--- src/hw/rtl/nhlt_pkg.sv ---
// Shared types and constants for the node heartbeat liveness table.
// Used by the controller, the datapath and the top level; depends on nothing.
package nhlt_pkg;

  localparam int NodeSlots = 16;
  localparam int SlotW     = (NodeSlots > 1) ? $clog2(NodeSlots) : 1;

  localparam int AddrW  = 48;
  localparam int TypeW  = 24;
  localparam int TimeW  = 32;
  localparam int CfgW   = 32;
  localparam int CfgIdxW = 2;
  localparam int InDataW  = 104;  // address, type and time, whole bytes
  localparam int OutDataW = 8;    // seven result bits, padded to a byte

  localparam logic [TimeW-1:0] DeadTimeoutReset  = 32'd300000;
  localparam logic [TimeW-1:0] LagTimeoutReset   = 32'd60000;
  localparam logic [TimeW-1:0] SirenIntervalReset = 32'd10000;

  typedef enum logic [1:0] {
    KIND_PING   = 2'd0,
    KIND_SCAN   = 2'd1,
    KIND_QSTATE = 2'd2,
    KIND_QTYPE  = 2'd3
  } kind_e;

  typedef enum logic [1:0] {
    HEALTH_ONLINE  = 2'd0,
    HEALTH_LAGGING = 2'd1,
    HEALTH_DEAD    = 2'd2,
    HEALTH_RSVD    = 2'd3
  } health_e;

  typedef enum logic [CfgIdxW-1:0] {
    REG_DEAD_TIMEOUT   = 2'd0,
    REG_LAG_TIMEOUT    = 2'd1,
    REG_SIREN_INTERVAL = 2'd2,
    REG_NONE           = 2'd3
  } reg_idx_e;

  // Commands from the controller to the datapath.
  typedef struct packed {
    logic             start;   // latch a new transaction, clear walk results
    logic             step;    // visit the slot below
    logic [SlotW-1:0] slot;
    logic             finish;  // commit table updates and load the result
  } nhlt_cmd_t;

endpackage

--- src/hw/rtl/node_heartbeat_liveness_table_top.sv ---
// Node heartbeat liveness table, top level. A transaction walks all 16 slots,
// one per cycle, in the single slot compare unit; a finish state then commits
// and loads the result. No new transaction is taken until that commit. A result
// not yet taken holds the commit. Reset (asynchronous, active low) clears the
// valid bits, emergency, siren time and output valid, and loads the limit
// registers with their defaults.
module node_heartbeat_liveness_table_top import nhlt_pkg::*; (
  input  logic                clk_i,
  input  logic                rst_ni,
  input  logic                s_axis_tvalid,
  output logic                s_axis_tready,
  input  logic [InDataW-1:0]  s_axis_tdata,  // node_address, module_type, now_ms
  input  logic [1:0]          s_axis_tuser,  // kind
  output logic                m_axis_tvalid,
  input  logic                m_axis_tready,
  // node_health[1:0], node_found, table_full, type_present, emergency,
  // siren_pulse, one zero pad bit
  output logic [OutDataW-1:0] m_axis_tdata,
  input  logic                cfg_we_i,
  input  logic [CfgIdxW-1:0]  cfg_index_i,
  input  logic [CfgW-1:0]     cfg_data_i
);

  nhlt_cmd_t cmd;

  nhlt_ctrl u_ctrl (
    .clk_i       (clk_i),
    .rst_ni      (rst_ni),
    .in_valid_i  (s_axis_tvalid),
    .in_ready_o  (s_axis_tready),
    .out_valid_o (m_axis_tvalid),
    .out_ready_i (m_axis_tready),
    .cmd_o       (cmd)
  );

  nhlt_datapath u_datapath (
    .clk_i       (clk_i),
    .rst_ni      (rst_ni),
    .cmd_i       (cmd),
    .in_kind_i   (s_axis_tuser),
    .in_data_i   (s_axis_tdata),
    .cfg_we_i    (cfg_we_i),
    .cfg_index_i (cfg_index_i),
    .cfg_data_i  (cfg_data_i),
    .out_data_o  (m_axis_tdata)
  );

endmodule

--- src/hw/rtl/nhlt_ctrl.sv ---
// Controller of the liveness table: accepts a transaction, walks all slots,
// commits and hands the result to the output register. Uses nhlt_pkg.
module nhlt_ctrl import nhlt_pkg::*; (
  input  logic      clk_i,
  input  logic      rst_ni,
  input  logic      in_valid_i,
  output logic      in_ready_o,
  output logic      out_valid_o,
  input  logic      out_ready_i,
  output nhlt_cmd_t cmd_o
);

  typedef enum logic [2:0] {
    ST_IDLE   = 3'b001,
    ST_WALK   = 3'b010,
    ST_FINISH = 3'b100
  } state_e;

  state_e           state_q, state_d;
  logic [SlotW-1:0] slot_q, slot_d;
  logic             out_valid_q, out_valid_d;
  logic             start, out_free, finish;

  assign in_ready_o = (state_q == ST_IDLE);
  assign start      = in_valid_i && in_ready_o;
  // The output register may take a new result once the old one is gone.
  assign out_free   = !out_valid_q || out_ready_i;
  assign finish     = (state_q == ST_FINISH) && out_free;

  always_comb begin
    state_d = state_q;
    slot_d  = slot_q;
    case (state_q)
      ST_IDLE: begin
        slot_d = '0;
        if (start) begin
          state_d = ST_WALK;
        end
      end
      ST_WALK: begin
        if (slot_q == SlotW'(NodeSlots - 1)) begin
          state_d = ST_FINISH;
        end else begin
          slot_d = slot_q + SlotW'(1);
        end
      end
      ST_FINISH: begin
        if (out_free) begin
          state_d = ST_IDLE;
        end
      end
      default: begin
        state_d = ST_IDLE;
      end
    endcase
  end

  always_comb begin
    out_valid_d = out_valid_q;
    if (finish) begin
      out_valid_d = 1'b1;
    end else if (out_ready_i) begin
      out_valid_d = 1'b0;
    end
  end

  always_ff @(posedge clk_i or negedge rst_ni) begin
    if (!rst_ni) begin
      state_q     <= ST_IDLE;
      slot_q      <= '0;
      out_valid_q <= 1'b0;
    end else begin
      state_q     <= state_d;
      slot_q      <= slot_d;
      out_valid_q <= out_valid_d;
    end
  end

  assign out_valid_o   = out_valid_q;
  assign cmd_o.start   = start;
  assign cmd_o.step    = (state_q == ST_WALK);
  assign cmd_o.slot    = slot_q;
  assign cmd_o.finish  = finish;

endmodule

--- src/hw/rtl/nhlt_datapath.sv ---
// Datapath of the liveness table: node table, limit registers, per-slot
// compare and ageing logic, and the result register. Uses nhlt_pkg.
module nhlt_datapath import nhlt_pkg::*; (
  input  logic                clk_i,
  input  logic                rst_ni,
  input  nhlt_cmd_t           cmd_i,
  input  logic [1:0]          in_kind_i,
  input  logic [InDataW-1:0]  in_data_i,
  input  logic                cfg_we_i,
  input  logic [CfgIdxW-1:0]  cfg_index_i,
  input  logic [CfgW-1:0]     cfg_data_i,
  output logic [OutDataW-1:0] out_data_o
);

  // Limit registers
  logic [TimeW-1:0] dead_q, lag_q, siren_ivl_q;

  // Node table; only the valid bits are reset.
  logic [NodeSlots-1:0] valid_q;
  logic [AddrW-1:0]     addr_tab_q   [NodeSlots];
  logic [TypeW-1:0]     type_tab_q   [NodeSlots];
  logic [TimeW-1:0]     seen_tab_q   [NodeSlots];
  health_e              health_tab_q [NodeSlots];

  logic             emerg_q;
  logic [TimeW-1:0] last_siren_q;

  // Latched transaction
  kind_e            kind_q;
  logic [AddrW-1:0] addr_q;
  logic [TypeW-1:0] type_q;
  logic [TimeW-1:0] now_q;

  // Walk results
  logic             hit_q, free_q, any_q;
  logic [SlotW-1:0] hit_idx_q, free_idx_q;
  health_e          hit_health_q;

  logic [OutDataW-1:0] out_q;

  // Per-slot view
  logic             s_valid, s_addr_hit, s_type_hit;
  logic [TimeW-1:0] s_gap;

  // Commit values
  logic             siren;
  logic [TimeW-1:0] siren_gap;
  health_e          res_health;
  logic             res_found, res_full, res_tpres, res_emerg;

  assign s_valid    = valid_q[cmd_i.slot];
  assign s_addr_hit = s_valid && (addr_tab_q[cmd_i.slot] == addr_q);
  assign s_type_hit = s_valid && (type_tab_q[cmd_i.slot] == type_q);
  assign s_gap      = now_q - seen_tab_q[cmd_i.slot];

  assign siren_gap  = now_q - last_siren_q;
  assign siren      = (kind_q == KIND_SCAN) && any_q && (siren_gap > siren_ivl_q);

  always_comb begin
    res_health = HEALTH_ONLINE;
    res_found  = 1'b0;
    res_full   = 1'b0;
    res_tpres  = 1'b0;
    res_emerg  = emerg_q;
    case (kind_q)
      KIND_PING: begin
        if (hit_q || free_q) begin
          res_found = 1'b1;
        end else begin
          res_health = HEALTH_DEAD;
          res_full   = 1'b1;
        end
      end
      KIND_SCAN: begin
        res_emerg = any_q;
      end
      KIND_QSTATE: begin
        res_found  = hit_q;
        res_health = hit_q ? hit_health_q : HEALTH_DEAD;
      end
      KIND_QTYPE: begin
        res_tpres = any_q;
      end
      default: begin
        res_health = HEALTH_ONLINE;
      end
    endcase
  end

  // Control-side state with reset
  always_ff @(posedge clk_i or negedge rst_ni) begin
    if (!rst_ni) begin
      dead_q       <= DeadTimeoutReset;
      lag_q        <= LagTimeoutReset;
      siren_ivl_q  <= SirenIntervalReset;
      valid_q      <= '0;
      emerg_q      <= 1'b0;
      last_siren_q <= '0;
    end else begin
      if (cfg_we_i) begin
        case (reg_idx_e'(cfg_index_i))
          REG_DEAD_TIMEOUT:   dead_q      <= cfg_data_i;
          REG_LAG_TIMEOUT:    lag_q       <= cfg_data_i;
          REG_SIREN_INTERVAL: siren_ivl_q <= cfg_data_i;
          default: begin
          end
        endcase
      end
      if (cmd_i.finish) begin
        if ((kind_q == KIND_PING) && !hit_q && free_q) begin
          valid_q[free_idx_q] <= 1'b1;
        end
        if (kind_q == KIND_SCAN) begin
          emerg_q <= any_q;
        end
        if (siren) begin
          last_siren_q <= now_q;
        end
      end
    end
  end

  // Table payload, walk registers and result register
  always_ff @(posedge clk_i) begin
    if (cmd_i.start) begin
      kind_q  <= kind_e'(in_kind_i);
      addr_q  <= in_data_i[AddrW-1:0];
      type_q  <= in_data_i[AddrW +: TypeW];
      now_q   <= in_data_i[AddrW+TypeW +: TimeW];
      hit_q   <= 1'b0;
      free_q  <= 1'b0;
      any_q   <= 1'b0;
    end
    if (cmd_i.step) begin
      if (s_addr_hit && !hit_q) begin
        hit_q        <= 1'b1;
        hit_idx_q    <= cmd_i.slot;
        hit_health_q <= health_tab_q[cmd_i.slot];
      end
      if (!s_valid && !free_q) begin
        free_q     <= 1'b1;
        free_idx_q <= cmd_i.slot;
      end
      if ((kind_q == KIND_SCAN) && s_valid) begin
        if (s_gap > dead_q) begin
          health_tab_q[cmd_i.slot] <= HEALTH_DEAD;
          any_q                    <= 1'b1;
        end else if (s_gap > lag_q) begin
          health_tab_q[cmd_i.slot] <= HEALTH_LAGGING;
        end
      end
      if ((kind_q == KIND_QTYPE) && s_type_hit) begin
        any_q <= 1'b1;
      end
    end
    if (cmd_i.finish) begin
      if (kind_q == KIND_PING) begin
        if (hit_q) begin
          seen_tab_q[hit_idx_q]   <= now_q;
          health_tab_q[hit_idx_q] <= HEALTH_ONLINE;
        end else if (free_q) begin
          addr_tab_q[free_idx_q]   <= addr_q;
          type_tab_q[free_idx_q]   <= type_q;
          seen_tab_q[free_idx_q]   <= now_q;
          health_tab_q[free_idx_q] <= HEALTH_ONLINE;
        end
      end
      out_q <= {1'b0, siren, res_emerg, res_tpres, res_full, res_found, res_health};
    end
  end

  assign out_data_o = out_q;

endmodule

--- config.mk ---
export PLATFORM = sky130hd
export DESIGN_NAME = node_heartbeat_liveness_table_top
export DESIGN_NICKNAME = d
export VERILOG_FILES = /design/src/hw/rtl/nhlt_pkg.sv /design/src/hw/rtl/node_heartbeat_liveness_table_top.sv /design/src/hw/rtl/nhlt_ctrl.sv /design/src/hw/rtl/nhlt_datapath.sv
export SDC_FILE = /design/constraint.sdc
export NUM_CORES = 2
export LEC_CHECK = 0
export BUFFER_PORTS_ARGS = -buffer_cell sky130_fd_sc_hd__buf_2
export CORE_UTILIZATION = 41
export DETAILED_ROUTE_END_ITERATION = 8
export PLACE_DENSITY = 0.53
export RECOVER_POWER = 50
export SKIP_CTS_REPAIR_TIMING = 1
export SLEW_MARGIN = 40
export SYNTH_ARGS = -nofsm -noshare
export SYNTH_HDL_FRONTEND = slang
export SYNTH_SLANG_ARGS = --single-unit
--- constraint.sdc ---
create_clock -name clk_i -period 17.55 [get_ports clk_i]
set_input_delay 1.755 -clock clk_i [delete_from_list [all_inputs] [get_ports clk_i]]
set_output_delay 1.755 -clock clk_i [all_outputs]
set_load 0.005 [all_outputs]
==> run_results.csv <==
group,metric,value,unit
min_path,min_path_type,"flip-flop to flip-flop",
clocking,clockRootBuffer,"clkbuf_16",
floorplan,die_w,445,um
pwr,ir_drop,0.0979,mV
clocking,clockBufferDepth,3,
critical_path,crit_arrival,12.58,ns
timing,timing.hold.ws,0.465,ns
layout,final_cells,7106,
place,dp_hpwl,110,mm
layout,drive_above_1_share,0.263,
detailed_routing,drt_pass1_iterations,5,
layout,layout_commonest_cell,"edfxtp_1",
status,violations,"capacitance limit, slew limit",
timing,tightest_slew,6.87,ns
detailed_routing,drt_iter0_drc,3240,
synthesis,syn_area_per_cell,20.2,um2
place,place_inst,6710,
job,cap_violations,11,
timing,setup_tns,0,ns
global_routing,overflow,0,
place,io_buffers,153,
detailed_routing,routedWlPerCell,28.0,um
clocking,cts_made_buffers,209,
layout,post-route-util,0.470,
timing,finalWorstSetupSlack,5.43,ns
layout,area_growth,13.8,%
timing,finalCritPeriodShare,0.691,
synthesis,syn_area,0.0804,mm2
floorplan,rows,162,
critical_path,crit_fanout,63,
detailed_routing,vias,38800,
floorplan,fp.coreArea,0.195,mm2
timing,fin_skew,0.0842,ns
synthesis,syn_inst,3980,
critical_path,crit_path_end_kind,"flip-flop",
critical_path,cp_cell_sequence,"clkbuf_1 -> clkinv_1 -> a221oi_1 -> nor2_1 -> o21ai_1 -> xor2_1 -> nor4_1 -> nand4_1 -> nor3_4",
critical_path,path_class,"flip-flop to flip-flop",
layout,nets,4612,
global_routing,grt_first_pass_wirelength,287,mm
critical_path,critPathSlowestCell,"clkbuf_1",
timing,period_minus_slack,12.12,ns
floorplan,start_util,0.413,
synthesis,ys_types,73,
clocking,clk_pin_slew_worst_paths,0.06,ns
detailed_routing,routed_wl,199,mm
clocking,numClockSinks,1975,
synthesis,synth_edf_count,1819,
place,dp_slack,8.16,ns
pwr,p_leak,29.7,nW
global_routing,grt_max_degree,98,
layout,final_cell_mix,"edfxtp_1 (1819), mux4_2 (512), clkbuf_16 (211)",
floorplan,die_area,0.198,mm2
detailed_routing,drcViolationCount,0,
critical_path,cp.required,18.01,ns
clocking,cts_tree,"built",
pwr,powerDensity,132,mW/mm2
synthesis,async_flop_share,0.0775,
global_routing,grt.total_usage,0.202,
synthesis,yosysSeqAreaShare,0.728,
synthesis,ys_ff_latch,1975,
timing,maxSlewHeadroom,-3.58,
timing,setup_viol,0,
detailed_routing,ant_nets,0,
critical_path,cpPeakStageDelay,4.86,ns
synthesis,syn_nets,4287,
timing,hold_violations,0,
synthesis,ys_dominant_reg_cell,"edfxtp_1",
floorplan,die_y,445,um
status,outcome,"finished, violations left",
synthesis,yosysWarningCount,0,
detailed_routing,via_per_inst,5.47,
place,gp_congestion,0.826,
timing,fmax,0.0825,GHz
clocking,htreeDepth,4,
floorplan,pin_count,155,
global_routing,antenna_found_initial,15,
critical_path,start_kind,"flip-flop",
global_routing,grt_pass1_vias,40400,
timing,rsz0062_at_grt,"false",
clocking,clk_latency,0.86,ns
timing,slew_violations,493,
==> critical path: cells and delay by family (launching register included) <==
kind | cells | cell delay [ns]
AOI/OAI and AO/OA | 2 | 1.05
DFF | 1 | 1.38
buffers and inverters | 2 | 7.94
xor gates and xnor gates | 1 | 0.12
and+or+nand+nor | 4 | 1.21
==> metrics by stage <==
stage / instance area (um2) / power, mW
6_report: 91500 / 12.1
5_1_grt: 91500 / 12.6
4_1_cts: 91600 / 12.2
3_5_place_dp: 85000 / 7.94
3_3_place_gp: 84700 / 7.90
2_1_floorplan: 80400 / 7.24
==> state kept, by name (all words and copies together), names as in the netlist, 2 cells and up <==
register,count
u_datapath.hit_health_q,2
u_datapath.kind_q,2
u_datapath.addr_tab_q,768
u_datapath.type_q,24
u_datapath.siren_ivl_q,32
u_datapath.out_data_o,7
u_datapath.valid_q,16
u_datapath.hit_idx_q,4
u_ctrl.slot_q,4
u_datapath.type_tab_q,384
u_datapath.lag_q,32
u_datapath.free_idx_q,4
u_datapath.dead_q,32
u_datapath.last_siren_q,32
u_datapath.health_tab_q,32
u_ctrl.state_q,3
u_datapath.seen_tab_q,512
u_datapath.now_q,32
u_datapath.addr_q,48
==> cell type report <==
cell class              instances  area (um2)
fillers                     16400      103000
flip-flops and latches       1975       58500
multi-input cells            1669       20600
clock buffers                 263        5500
well taps                    2624        3280
repair buffers                268        1720
clock inverters               121        1080
inverters                     182         691
diodes                          4        10.0
==> worst paths after layout <==
| check | startpoint | end | slack [ns] | cells past startpoint |
|---|---|---|---|---|
| max | u_ctrl.slot_q[3] | u_datapath.hit_health_q[0] | 5.43 | 9 |
| min | u_datapath.valid_q[14] | u_datapath.valid_q[14] | 0.47 | 1 |
| max reg2reg | u_ctrl.slot_q[3] | u_datapath.hit_health_q[0] | 5.43 | 9 |
| min reg2reg | u_datapath.valid_q[14] | u_datapath.valid_q[14] | 0.47 | 1 |
| max in group asynchronous | rst_ni | u_datapath.lag_q[20] | 11.42 | 2 |
| min in group asynchronous | rst_ni | u_datapath.siren_ivl_q[12] | 1.73 | 1 |
==> cells in the mapped netlist, drive strengths merged, types with 11 or more instances <==
library cell | n | share of area
edfxtp | 1819 | 0.68
mux4 | 512 | 0.14
inv | 181 | 0.0085
ha | 160 | 0.025
dfrtp | 132 | 0.041
nor2 | 103 | 0.0048
mux2 | 98 | 0.014
nand2 | 90 | 0.0042
a21oi | 87 | 0.0054
buf | 85 | 0.0067
xnor2 | 84 | 0.0092
clkbuf | 69 | 0.0032
o21ai | 66 | 0.0041
xor2 | 58 | 0.0063
a21o | 53 | 0.0050
nand4 | 37 | 0.0029
mux2i | 30 | 0.0037
nand3 | 28 | 0.0017
nor3 | 26 | 0.0017
dfstp | 21 | 0.0069
nand2b | 19 | 0.0015
or2 | 19 | 0.0015
nor2b | 16 | 0.0012
a2111oi | 15 | 0.0017
a31oi | 15 | 0.0012
a221oi | 14 | 0.0015
nor4 | 14 | 0.0011
and3 | 12 | 0.00093
a22oi | 11 | 0.0010
==> report_power, final <==
part,total [mW],internal [mW],switching (mW)
Clock,4.25,2.40,1.85
Sequential,5.71,5.46,0.243
Combinational,2.10,0.952,1.15
==> kinds of logic after synthesis <==
logic type	Yosys count	share of synthesized area
other	1	0.0000467
adder cells (fa/ha/maj)	162	0.0254
flip-flops	1975	0.728
buffers and inverters	336	0.0184
AO/OA/AOI/OAI	338	0.0279
AND/OR/NAND/NOR	386	0.0234
multiplexers	640	0.161
XOR/XNOR	142	0.0155
==> metal layers <==
| layer | up-vias | GRT usage | routed length (um) |
|---|---|---|---|
| li1 | 16900 | - | - |
| met1 | 20800 | 0.267 | 84200 |
| met2 | 865 | 0.345 | 101000 |
| met3 | 274 | 0.0304 | 7850 |
| met4 | 4 | 0.0588 | 5180 |
| met5 | - | 0 | 31 |
No activity file was read; power rests on OpenSTA's default activity.
